[src/hdl/vtcf_pkg.sv]
package vtcf_pkg;

    // item kinds carried on s_tuser
    localparam logic [1:0] OP_WRITE = 2'd0;
    localparam logic [1:0] OP_COPY  = 2'd1;
    localparam logic [1:0] OP_FETCH = 2'd2;

    // configuration register indexes
    localparam logic CFG_TEXTURE_PAGE  = 1'b0;
    localparam logic CFG_CLUT_POSITION = 1'b1;

    // texture page depth codes, bits 8:7 of the page word
    localparam logic [1:0] DEPTH_4BIT = 2'd0;
    localparam logic [1:0] DEPTH_8BIT = 2'd1;

    typedef enum logic [1:0] {
        ADDR_TEXEL,
        ADDR_CLUT,
        ADDR_SRC,
        ADDR_DEST
    } addr_sel_t;

    typedef struct packed {
        logic      latch_in;
        logic      load_addr;
        addr_sel_t addr_sel;
        logic      mem_rd;
        logic      mem_wr;
        logic      take_word;
        logic      take_colour;
        logic      load_out;
    } dp_cmd_t;

    typedef struct packed {
        logic [1:0] op;
        logic       direct;
        logic       out_free;
    } dp_status_t;

endpackage

[src/hdl/vtcf_ctrl.sv]
module vtcf_ctrl (
    input  logic                 clk,
    input  logic                 rst_n,
    input  logic                 s_tvalid,
    output logic                 s_tready,
    input  vtcf_pkg::dp_status_t status,
    output vtcf_pkg::dp_cmd_t    cmd
);
    import vtcf_pkg::*;

    localparam logic [3:0] S_IDLE  = 4'd0;
    localparam logic [3:0] S_ADDR  = 4'd1;
    localparam logic [3:0] S_READ1 = 4'd2;
    localparam logic [3:0] S_DATA1 = 4'd3;
    localparam logic [3:0] S_CADDR = 4'd4;
    localparam logic [3:0] S_READ2 = 4'd5;
    localparam logic [3:0] S_DATA2 = 4'd6;
    localparam logic [3:0] S_DADDR = 4'd7;
    localparam logic [3:0] S_WRITE = 4'd8;
    localparam logic [3:0] S_OUT   = 4'd9;

    logic [3:0] state_reg;
    logic [3:0] state_next;

    assign s_tready = (state_reg == S_IDLE);

    always_comb
    begin
        state_next = state_reg;
        cmd        = '0;
        cmd.addr_sel = ADDR_DEST;
        unique case (state_reg)
            S_IDLE:
            begin
                if (s_tvalid)
                begin
                    cmd.latch_in = 1'b1;
                    state_next   = S_ADDR;
                end
            end
            S_ADDR:
            begin
                cmd.load_addr = 1'b1;
                unique case (status.op)
                    OP_WRITE:
                    begin
                        cmd.addr_sel = ADDR_DEST;
                        state_next   = S_WRITE;
                    end
                    OP_COPY:
                    begin
                        cmd.addr_sel = ADDR_SRC;
                        state_next   = S_READ1;
                    end
                    OP_FETCH:
                    begin
                        cmd.addr_sel = ADDR_TEXEL;
                        state_next   = S_READ1;
                    end
                    default:
                    begin
                        // unused kind: dropped without a result
                        cmd.load_addr = 1'b0;
                        state_next    = S_IDLE;
                    end
                endcase
            end
            S_READ1:
            begin
                cmd.mem_rd = 1'b1;
                state_next = S_DATA1;
            end
            S_DATA1:
            begin
                if (status.op == OP_COPY)
                begin
                    state_next = S_DADDR;
                end
                else
                begin
                    cmd.take_word = 1'b1;
                    state_next    = status.direct ? S_OUT : S_CADDR;
                end
            end
            S_CADDR:
            begin
                cmd.load_addr = 1'b1;
                cmd.addr_sel  = ADDR_CLUT;
                state_next    = S_READ2;
            end
            S_READ2:
            begin
                cmd.mem_rd = 1'b1;
                state_next = S_DATA2;
            end
            S_DATA2:
            begin
                cmd.take_colour = 1'b1;
                state_next      = S_OUT;
            end
            S_DADDR:
            begin
                cmd.load_addr = 1'b1;
                cmd.addr_sel  = ADDR_DEST;
                state_next    = S_WRITE;
            end
            S_WRITE:
            begin
                cmd.mem_wr = 1'b1;
                state_next = S_IDLE;
            end
            S_OUT:
            begin
                if (status.out_free)
                begin
                    cmd.load_out = 1'b1;
                    state_next   = S_IDLE;
                end
            end
            default:
            begin
                state_next = S_IDLE;
            end
        endcase
    end

    always_ff @(posedge clk or negedge rst_n)
    begin
        if (!rst_n)
        begin
            state_reg <= S_IDLE;
        end
        else
        begin
            state_reg <= state_next;
        end
    end

endmodule

[config.mk]
export PLATFORM = sky130hd
export DESIGN_NAME = vtcf_ctrl
export DESIGN_NICKNAME = d
export VERILOG_FILES = /design/src/hdl/vtcf_pkg.sv /design/src/hdl/vtcf_ctrl.sv
export SDC_FILE = /design/constraint.sdc
export NUM_CORES = 1
export LEC_CHECK = 0
export BUFFER_PORTS_ARGS = -buffer_cell sky130_fd_sc_hd__buf_2
export CORE_AREA = 2 2 39 41
export CTS_CLUSTER_DIAMETER = 30
export CTS_CLUSTER_SIZE = 24
export DETAILED_ROUTE_END_ITERATION = 12
export DIE_AREA = 0 0 41 43
export PLACE_DENSITY = 0.62
export SKIP_LAST_GASP = 1
export SYNTH_ARGS = -nofsm -noshare
export SYNTH_HDL_FRONTEND = slang
export SYNTH_SLANG_ARGS = --single-unit
[constraint.sdc]
create_clock -name clk -period 1.5 [get_ports clk]
set_input_delay 0.3 -clock clk [delete_from_list [all_inputs] [get_ports clk]]
set_output_delay 0.3 -clock clk [all_outputs]
set_load 0.005 [all_outputs]
==> impl_metrics.env, run 1 <==
export IMPL_outcome="finished with violations"
export IMPL_violations="negative setup slack"
export IMPL_htree_levels=1
export IMPL_syn_num_nets=64
export IMPL_yosys_area_share_simple=0.346
export IMPL_ir_drop_v=0.000872
export IMPL_synth_cell_type_count=24
export IMPL_period_share=1.12
export IMPL_worstPathMaxFanout=3
export IMPL_end_kind="primary output"
export IMPL_io_pins=17
export IMPL_reg2reg_depth=5
export IMPL_num_rows=14
export IMPL_finalCoreUtilization=0.553
export IMPL_antenna_left=0
export IMPL_power_mw=1.14
export IMPL_drive_above_1_share=0.584
export IMPL_maxCapViolCount=0
export IMPL_insertion_delay_ns=0.23
export IMPL_cp_slowest_cell="or4b_4"
export IMPL_crit_family="simple AND/OR/NAND/NOR gates"
export IMPL_clk_path_buf_depth=2
export IMPL_fin_nets=102
export IMPL_intPower_uw=694
export IMPL_place_inst=97
export IMPL_clockRootBuffer="clkbuf_4"
export IMPL_crit_reg2reg_capture="state_reg[3]"
export IMPL_initial_core_util=0.316
export IMPL_synth_area_mux_share=0
export IMPL_die_h_um=43
export IMPL_seq_power_share=0.195
export IMPL_drt_initial_drc_count=6
export IMPL_async_flop_share=1.00
export IMPL_cts_sinks=4
export IMPL_dp_slack_ns=-0.133
export IMPL_fin_ws_ns=-0.174
export IMPL_port_buffers=16
export IMPL_hp_start="status[1]"
export IMPL_path_clk_slew_ns=0.04
export IMPL_synthAdderAreaFrac=0.114
export IMPL_crit_buf_inv=1
export IMPL_holdWs_ns=0.329
export IMPL_fin_skew_ns=0.00292
export IMPL_combPwrFrac=0.694
export IMPL_rsz0062_at_grt="yes"
export IMPL_gp_congestion=0.762
export IMPL_dr_total_vias=532
export IMPL_min_period_ns=1.67
export IMPL_start_kind="flop"
export IMPL_dieArea_um2=1760
export IMPL_r2r_slack_ns=0.23
export IMPL_setup_violations_final=8
export IMPL_grt_pass1_vias=527
export IMPL_drt_pass1_iterations=4
export IMPL_grt_ovfl_total=0
export IMPL_swShare=0.394
export IMPL_largest_reg_flops=4
export IMPL_crit_type="reg2out"
export IMPL_clock_fmax_mhz=598
export IMPL_antenna_found_initial=0
export IMPL_synth_area_um2=438
export IMPL_synth_edf_count=0
export IMPL_place_area_um2=634
export IMPL_hold_viol=0
export IMPL_synth_top_family_by_area="simple AND/OR/NAND/NOR gates"
export IMPL_syn2layout_area_growth_pct=74.9
export IMPL_routedWlPerCell_um=12.2
export IMPL_cts_tree="done"
export IMPL_synth_compound_area_share=0.206
export IMPL_wirelength_um=1280
export IMPL_dp_hpwl_um=904
export IMPL_grt_pass1_wl_um=2060
export IMPL_final_common_cell="buf_4"
export IMPL_synth_xor_xnor_area_share=0
export IMPL_grt_max_degree=10
export IMPL_ys_warn_count=0
export IMPL_cp_cell_sequence="nand2b_4 -> or4b_4 -> buf_6"
export IMPL_drc=0
export IMPL_netSwitchingPower_uw=451
export IMPL_p_per_area_nw_per_um2=1490
export IMPL_antenna_cells=0
export IMPL_min_path_type="in2reg"
export IMPL_final_cell_mix="buf_4 (20), buf_2 (15)"
export IMPL_cp_arrival_ns=1.37
export IMPL_drv_slew=0
export IMPL_syn_mean_instance_area_um2=8.26
export IMPL_die_x_um=41
export IMPL_reg2reg_from="state_reg[0]"
export IMPL_max_slew_margin=0.833
export IMPL_ys_seq_area_frac=0.229
export IMPL_core_um2=1380
export IMPL_crit_required_ns=1.20
export IMPL_power_frac_clock=0.112
export IMPL_cts_made_buffers=3
export IMPL_post_route_cell_area_um2=766
export IMPL_worstMarginPinSlew_ns=0.249
export IMPL_vias_per_cell=5.07
export IMPL_crit_path_max_incr_delay_ns=0.48
export IMPL_grt_total_usage=0.171
export IMPL_whs_path_depth=2
export IMPL_synth_cells=53
export IMPL_holdPathEnd="state_reg[3]"
export IMPL_leakagePower_nw=0.370
export IMPL_synth_seq_cells=4
export IMPL_tns_ns=-0.881
export IMPL_ys_flop_type="dfrtp_1"
export IMPL_fin_cells=105
metal layers:
layer | vias to the layer above | share of wire | global-route usage
li1 | 267 | - | -
met1 | 253 | 0.40 | 0.192
met2 | 12 | 0.56 | 0.291
met3 | 0 | 0.038 | 0.0314
met4 | 0 | 0 | 0.0800
met5 | - | 0 | 0
final cells by class:
| class | instances | area, µm² |
|---|---|---|
| timing repair buffer | 38 | 258 |
| sequential | 4 | 104 |
| clock buffer | 3 | 22.5 |
| fill | 141 | 618 |
| tap | 16 | 20.0 |
| inverter | 4 | 15.0 |
| multi-input combinational | 40 | 347 |
power groups by stage:
stage	Combinational [mW]	Sequential, mW	Clock (mW)
after floorplan	0.383	0.182	0
after global placement	0.619	0.218	0
after detailed placement	0.630	0.218	0
after CTS	0.736	0.218	0.137
after global routing	0.886	0.230	0.147
final	0.794	0.223	0.128
cells in the mapped netlist (all sizes together) (2+ instances only):
library cell | number | share of area
or3 | 2 | 0.029
nand2 | 4 | 0.034
nor3 | 4 | 0.046
ha | 4 | 0.11
nor4 | 2 | 0.029
nand3 | 2 | 0.023
a211o | 4 | 0.080
nand2b | 3 | 0.060
buf | 5 | 0.071
inv | 4 | 0.034
a21oi | 5 | 0.057
dfrtp | 4 | 0.23
timing repair:
action	in CTS	in global routing
endpoints found under the hold margin	4	0
setup buffers	4	0
pin swaps	5	2
endpoints found under the setup margin	10	10
hold buffers	1	0
gates resized for setup	9	7
logic make-up after synthesis:
| logic type | count (synthesis) |
|---|---|
| adder cells (fa/ha/maj) | 4 |
| AND/OR/NAND/NOR | 23 |
| flip-flops | 4 |
| buffers and inverters | 9 |
| AO/OA/AOI/OAI | 13 |
worst register-to-register path: stages, from the launching register on:
cell and delay [ns]:
dfrtp_2 0.44, buf_6 0.14, buf_4 0.14, nand4bb_1 0.09, a21oi_1 0.07, a211o_1 0.27
worst max-delay path by stage:
stage	from	endpoint	slack [ns]	depth (start not counted)
after global placement	status[2]	cmd[5]	-0.1	5
final	state_reg[1]	cmd[5]	-0.17	3
after CTS	state_reg[1]	cmd[5]	-0.18	3
after detailed placement	status[2]	cmd[5]	-0.13	5
after floorplan	state_reg[1]	cmd[5]	0.06	3
after global routing	state_reg[2]	cmd[4]	-0.23	3
Note: power is estimated with default switching activity, not from simulation.
==> run 2, diff against run 1 <==
--- a/config.mk
+++ b/config.mk
@@ -6,11 +6,11 @@
 export NUM_CORES = 1
 export LEC_CHECK = 0
 export BUFFER_PORTS_ARGS = -buffer_cell sky130_fd_sc_hd__buf_2
-export CORE_AREA = 2 2 39 41
+export CORE_AREA = 3 3 40 42
 export CTS_CLUSTER_DIAMETER = 30
 export CTS_CLUSTER_SIZE = 24
 export DETAILED_ROUTE_END_ITERATION = 12
-export DIE_AREA = 0 0 41 43
+export DIE_AREA = 0 0 43 45
 export PLACE_DENSITY = 0.62
 export SKIP_LAST_GASP = 1
 export SYNTH_ARGS = -nofsm -noshare
==> impl_metrics.env, run 2 (same netlist as run 1, synthesis figures left out) <==
export IMPL_outcome="finished with violations"
export IMPL_violations="negative setup slack"
export IMPL_p_per_area_nw_per_um2=1540
export IMPL_hold_viol=0
export IMPL_antenna_cells=0
export IMPL_cts_made_buffers=3
export IMPL_insertion_delay_ns=0.24
export IMPL_grt_pass1_vias=496
export IMPL_min_path_type="in2reg"
export IMPL_fin_skew_ns=0.00769
export IMPL_dieArea_um2=1940
export IMPL_start_kind="flop"
export IMPL_grt_pass1_wl_um=2080
export IMPL_syn2layout_area_growth_pct=84.3
export IMPL_initial_core_util=0.341
export IMPL_drt_pass1_iterations=2
export IMPL_clk_path_buf_depth=2
export IMPL_leakagePower_nw=0.396
export IMPL_vias_per_cell=4.96
export IMPL_wirelength_um=1320
export IMPL_cp_arrival_ns=1.43
export IMPL_drc=0
export IMPL_num_rows=13
export IMPL_port_buffers=16
export IMPL_worstPathMaxFanout=4
export IMPL_drv_slew=0
export IMPL_gp_congestion=0.747
export IMPL_setup_violations_final=9
export IMPL_core_um2=1280
export IMPL_clockRootBuffer="clkbuf_4"
export IMPL_antenna_found_initial=0
export IMPL_path_clk_slew_ns=0.04
export IMPL_crit_type="reg2out"
export IMPL_drive_above_1_share=0.620
export IMPL_cts_tree="done"
export IMPL_ir_drop_v=0.000849
export IMPL_dr_total_vias=531
export IMPL_largest_reg_flops=4
export IMPL_holdWs_ns=0.308
export IMPL_maxCapViolCount=0
export IMPL_clock_fmax_mhz=577
export IMPL_period_share=1.16
export IMPL_grt_ovfl_total=0
export IMPL_crit_required_ns=1.20
export IMPL_final_cell_mix="buf_4 (18), buf_2 (15), buf_6 (6)"
export IMPL_die_h_um=45
export IMPL_grt_max_degree=10
export IMPL_drt_initial_drc_count=3
export IMPL_cts_sinks=4
export IMPL_antenna_left=0
export IMPL_min_period_ns=1.73
export IMPL_htree_levels=1
export IMPL_grt_total_usage=0.142
export IMPL_fin_nets=105
export IMPL_end_kind="primary output"
export IMPL_worstMarginPinSlew_ns=0.267
export IMPL_dp_hpwl_um=866
export IMPL_routedWlPerCell_um=12.3
export IMPL_dp_slack_ns=-0.121
export IMPL_io_pins=17
export IMPL_rsz0062_at_grt="yes"
export IMPL_final_common_cell="buf_4"
export IMPL_fin_ws_ns=-0.233
export IMPL_die_x_um=43
export IMPL_max_slew_margin=0.821
## run 2: worst paths after layout
check                                to         start  slack (ns)  cells past startpoint
setup / recovery                 cmd[5]  state_reg[1]       -0.23                      3
hold / removal             state_reg[3]     status[1]        0.31                      2
setup reg to reg           state_reg[3]  state_reg[1]        0.24                      5
hold reg to reg            state_reg[0]  state_reg[3]        0.62                      1
max in group asynchronous  state_reg[2]         rst_n        0.97                      2
min in group asynchronous  state_reg[0]         rst_n        0.39                      2
## run 2: cell type report
| cell class | count | area (µm²) |
|---|---|---|
| tap | 15 | 18.8 |
| multi-input combinational | 40 | 349 |
| fill | 110 | 478 |
| sequential | 4 | 104 |
| inverter | 4 | 15.0 |
| timing repair buffer | 41 | 298 |
| clock buffer | 3 | 22.5 |
## run 2: power breakdown
| part | internal [mW] | switching (mW) |
|---|---|---|
| logic | 0.523 | 0.356 |
| registers | 0.153 | 0.0786 |
| clock network | 0.0895 | 0.0450 |
## run 2: metal layers
metal	up-vias	GRT usage	routed length (µm)
li1	273	-	-
met1	248	0.177	597
met2	10	0.237	668
met3	0	0.0398	50
met4	0	0.0482	0
met5	-	0	0
## run 2: critical path: stages (launching register included)
cell and delay, ns:
dfrtp_1 0.42, nand2b_4 0.17, or4b_4 0.48, buf_6 0.13
## run 2: through the flow
step	TNS, ns	area [µm²]	power (mW)	cells	utilization
final	-1.11	807	1.25	107	0.628
after detailed placement	-0.202	626	0.839	95	0.487
after CTS	-1.00	749	1.15	104	0.583
after global placement	-0.181	626	0.829	95	0.487
after floorplan	0	438	0.564	53	-
after global routing	-1.74	807	1.35	107	0.628
## run 2: repair_timing
item / CTS / global route
setup buffers: 7 / 3
hold buffers: 1 / 0
gates resized for setup: 11 / 8
setup endpoints to repair: 10 / 10
endpoints found under the hold margin: 4 / 0
pin swaps: 6 / 1
==> run 3, diff against run 2 <==
--- a/config.mk
+++ b/config.mk
@@ -11,7 +11,7 @@
 export CTS_CLUSTER_SIZE = 24
 export DETAILED_ROUTE_END_ITERATION = 12
 export DIE_AREA = 0 0 43 45
-export PLACE_DENSITY = 0.62
+export PLACE_DENSITY = 0.57
 export SKIP_LAST_GASP = 1
 export SYNTH_ARGS = -nofsm -noshare
 export SYNTH_HDL_FRONTEND = slang
==> impl_metrics.env, run 3 (same netlist as run 1, synthesis figures left out) <==
export IMPL_fillers=128
export IMPL_crit_type="reg2out"
export IMPL_seq_area_um2=104
export IMPL_antenna_found_initial=0
export IMPL_antenna_cells=0
export IMPL_max_slew_margin=0.800
export IMPL_grt_total_usage=0.138
export IMPL_worstPathMaxFanout=3
export IMPL_clockRootBuffer="clkbuf_4"
export IMPL_maxCapViolCount=0
export IMPL_period_share=1.12
export IMPL_final_common_cell="buf_2"
export IMPL_leakagePower_nw=0.364
export IMPL_core_um2=1280
export IMPL_dieArea_um2=1940
export IMPL_grt_pass1_wl_um=2070
export IMPL_drc=0
export IMPL_ir_drop_v=0.000860
export IMPL_drt_pass1_iterations=3
export IMPL_gp_congestion=0.742
export IMPL_initial_core_util=0.341
export IMPL_p_per_area_nw_per_um2=1570
export IMPL_io_pins=17
export IMPL_cp_arrival_ns=1.37
export IMPL_wirelength_um=1290
export IMPL_routedWlPerCell_um=12.5
export IMPL_setup_violations_final=7
export IMPL_start_kind="flop"
export IMPL_violations="negative setup slack"
export IMPL_port_buffers=16
export IMPL_grt_max_degree=10
export IMPL_crit_path_max_incr_delay_ns=0.48
export IMPL_cp_cell_sequence="nand2b_4 -> or4b_4 -> buf_6"
export IMPL_worstMarginPinSlew_ns=0.298
export IMPL_fin_ws_ns=-0.173
export IMPL_grt_pass1_vias=487
export IMPL_cp_slowest_cell="or4b_4"
export IMPL_cts_sinks=4
export IMPL_fin_nets=101
export IMPL_min_path_type="in2reg"
export IMPL_grt_ovfl_total=0
export IMPL_dr_total_vias=500
export IMPL_end_kind="primary output"
export IMPL_num_rows=13
export IMPL_clock_fmax_mhz=598
export IMPL_outcome="finished with violations"
export IMPL_clk_path_buf_depth=2
export IMPL_cts_tree="done"
export IMPL_die_x_um=43
export IMPL_multi_input_comb_area_um2=328
export IMPL_cts_made_buffers=3
export IMPL_antenna_left=0
export IMPL_fin_skew_ns=0.00151
export IMPL_drive_above_1_share=0.545
export IMPL_power_mw=1.16
export IMPL_final_cell_mix="buf_2 (17), buf_4 (15)"
export IMPL_dp_hpwl_um=880
export IMPL_min_period_ns=1.67
export IMPL_drv_slew=0
export IMPL_htree_levels=1
export IMPL_syn2layout_area_growth_pct=69.1
export IMPL_path_clk_slew_ns=0.04
export IMPL_post_route_cell_area_um2=741
export IMPL_die_h_um=45
export IMPL_insertion_delay_ns=0.23
export IMPL_largest_reg_flops=4
export IMPL_rsz0062_at_grt="yes"
export IMPL_vias_per_cell=4.85
export IMPL_place_area_um2=626
export IMPL_hold_viol=0
export IMPL_drt_initial_drc_count=2
export IMPL_crit_required_ns=1.20
==> run 3: cell count changes in the layout (fill, tap and decap cells not counted), moves of 2 or more <==
cell,before,now
buf_6,6,4
nor3_2,2,0
buf_2,15,17
buf_4,18,15
==> run 3: cell type report <==
class / count / area share
Tap cell: 15 / 0.0253
Clock buffer: 3 / 0.0304
Inverter: 4 / 0.0203
Timing Repair Buffer: 37 / 0.341
Sequential cell: 4 / 0.140
Multi-Input combinational cell: 40 / 0.443
==> run 3: path summary, 6_finish.rpt <==
path                         startpoint           end  slack, ns  cells after the start
max                        state_reg[1]        cmd[5]      -0.17                      3
min                           status[1]  state_reg[3]       0.34                      2
max reg2reg                state_reg[1]  state_reg[3]       0.16                      6
min reg2reg                state_reg[3]  state_reg[2]       0.55                      1
max in group asynchronous         rst_n  state_reg[0]       0.98                      2
min in group asynchronous         rst_n  state_reg[1]       0.40                      2
==> run 3: per-stage QoR <==
stage | TNS [ns] | util | std cells | setup WS, ns | hold WS, ns
final | -0.911 | 0.576 | 103 | -0.173 | 0.339
after global routing | -1.58 | 0.576 | 103 | -0.233 | 0.351
after CTS | -1.01 | 0.561 | 103 | -0.183 | 0.333
after detailed placement | -0.221 | 0.487 | 95 | -0.113 | 0.105
after global placement | -0.234 | 0.487 | 95 | -0.116 | 0.104
after floorplan | 0 | - | 53 | 0.0575 | 0.00441
==> run 3: timing repair <==
action                                  4_1_cts  5_1_grt
endpoints found under the hold margin         4        0
gates resized for setup                       9        4
pin swaps                                     6        3
endpoints found under the setup margin       10       10
cloned                                        1        0
hold buffers                                  1        0
setup buffers                                 3        0
==> run 3: where the power goes <==
group | switching, mW | internal (mW)
clock | 0.0396 | 0.0892
sequential | 0.0702 | 0.153
combinational | 0.346 | 0.464
==> run 3: routing by layer <==
| layer | part of all wire | vias to the layer above | GRT usage | wire length, µm |
|---|---|---|---|---|
| li1 | - | 262 | - | - |
| met1 | 0.44 | 229 | 0.195 | 567 |
| met2 | 0.52 | 9 | 0.225 | 675 |
| met3 | 0.037 | 0 | 0.00398 | 48 |
| met4 | 0 | 0 | 0.0542 | 0 |
| met5 | 0 | - | 0 | 0 |
==> run 3: critical path: cells and delay by family (launching register included) <==
family / cells / cell delay [ns]
DFF: 1 / 0.38
and+or+nand+nor: 2 / 0.64
buffers and inverters: 1 / 0.13
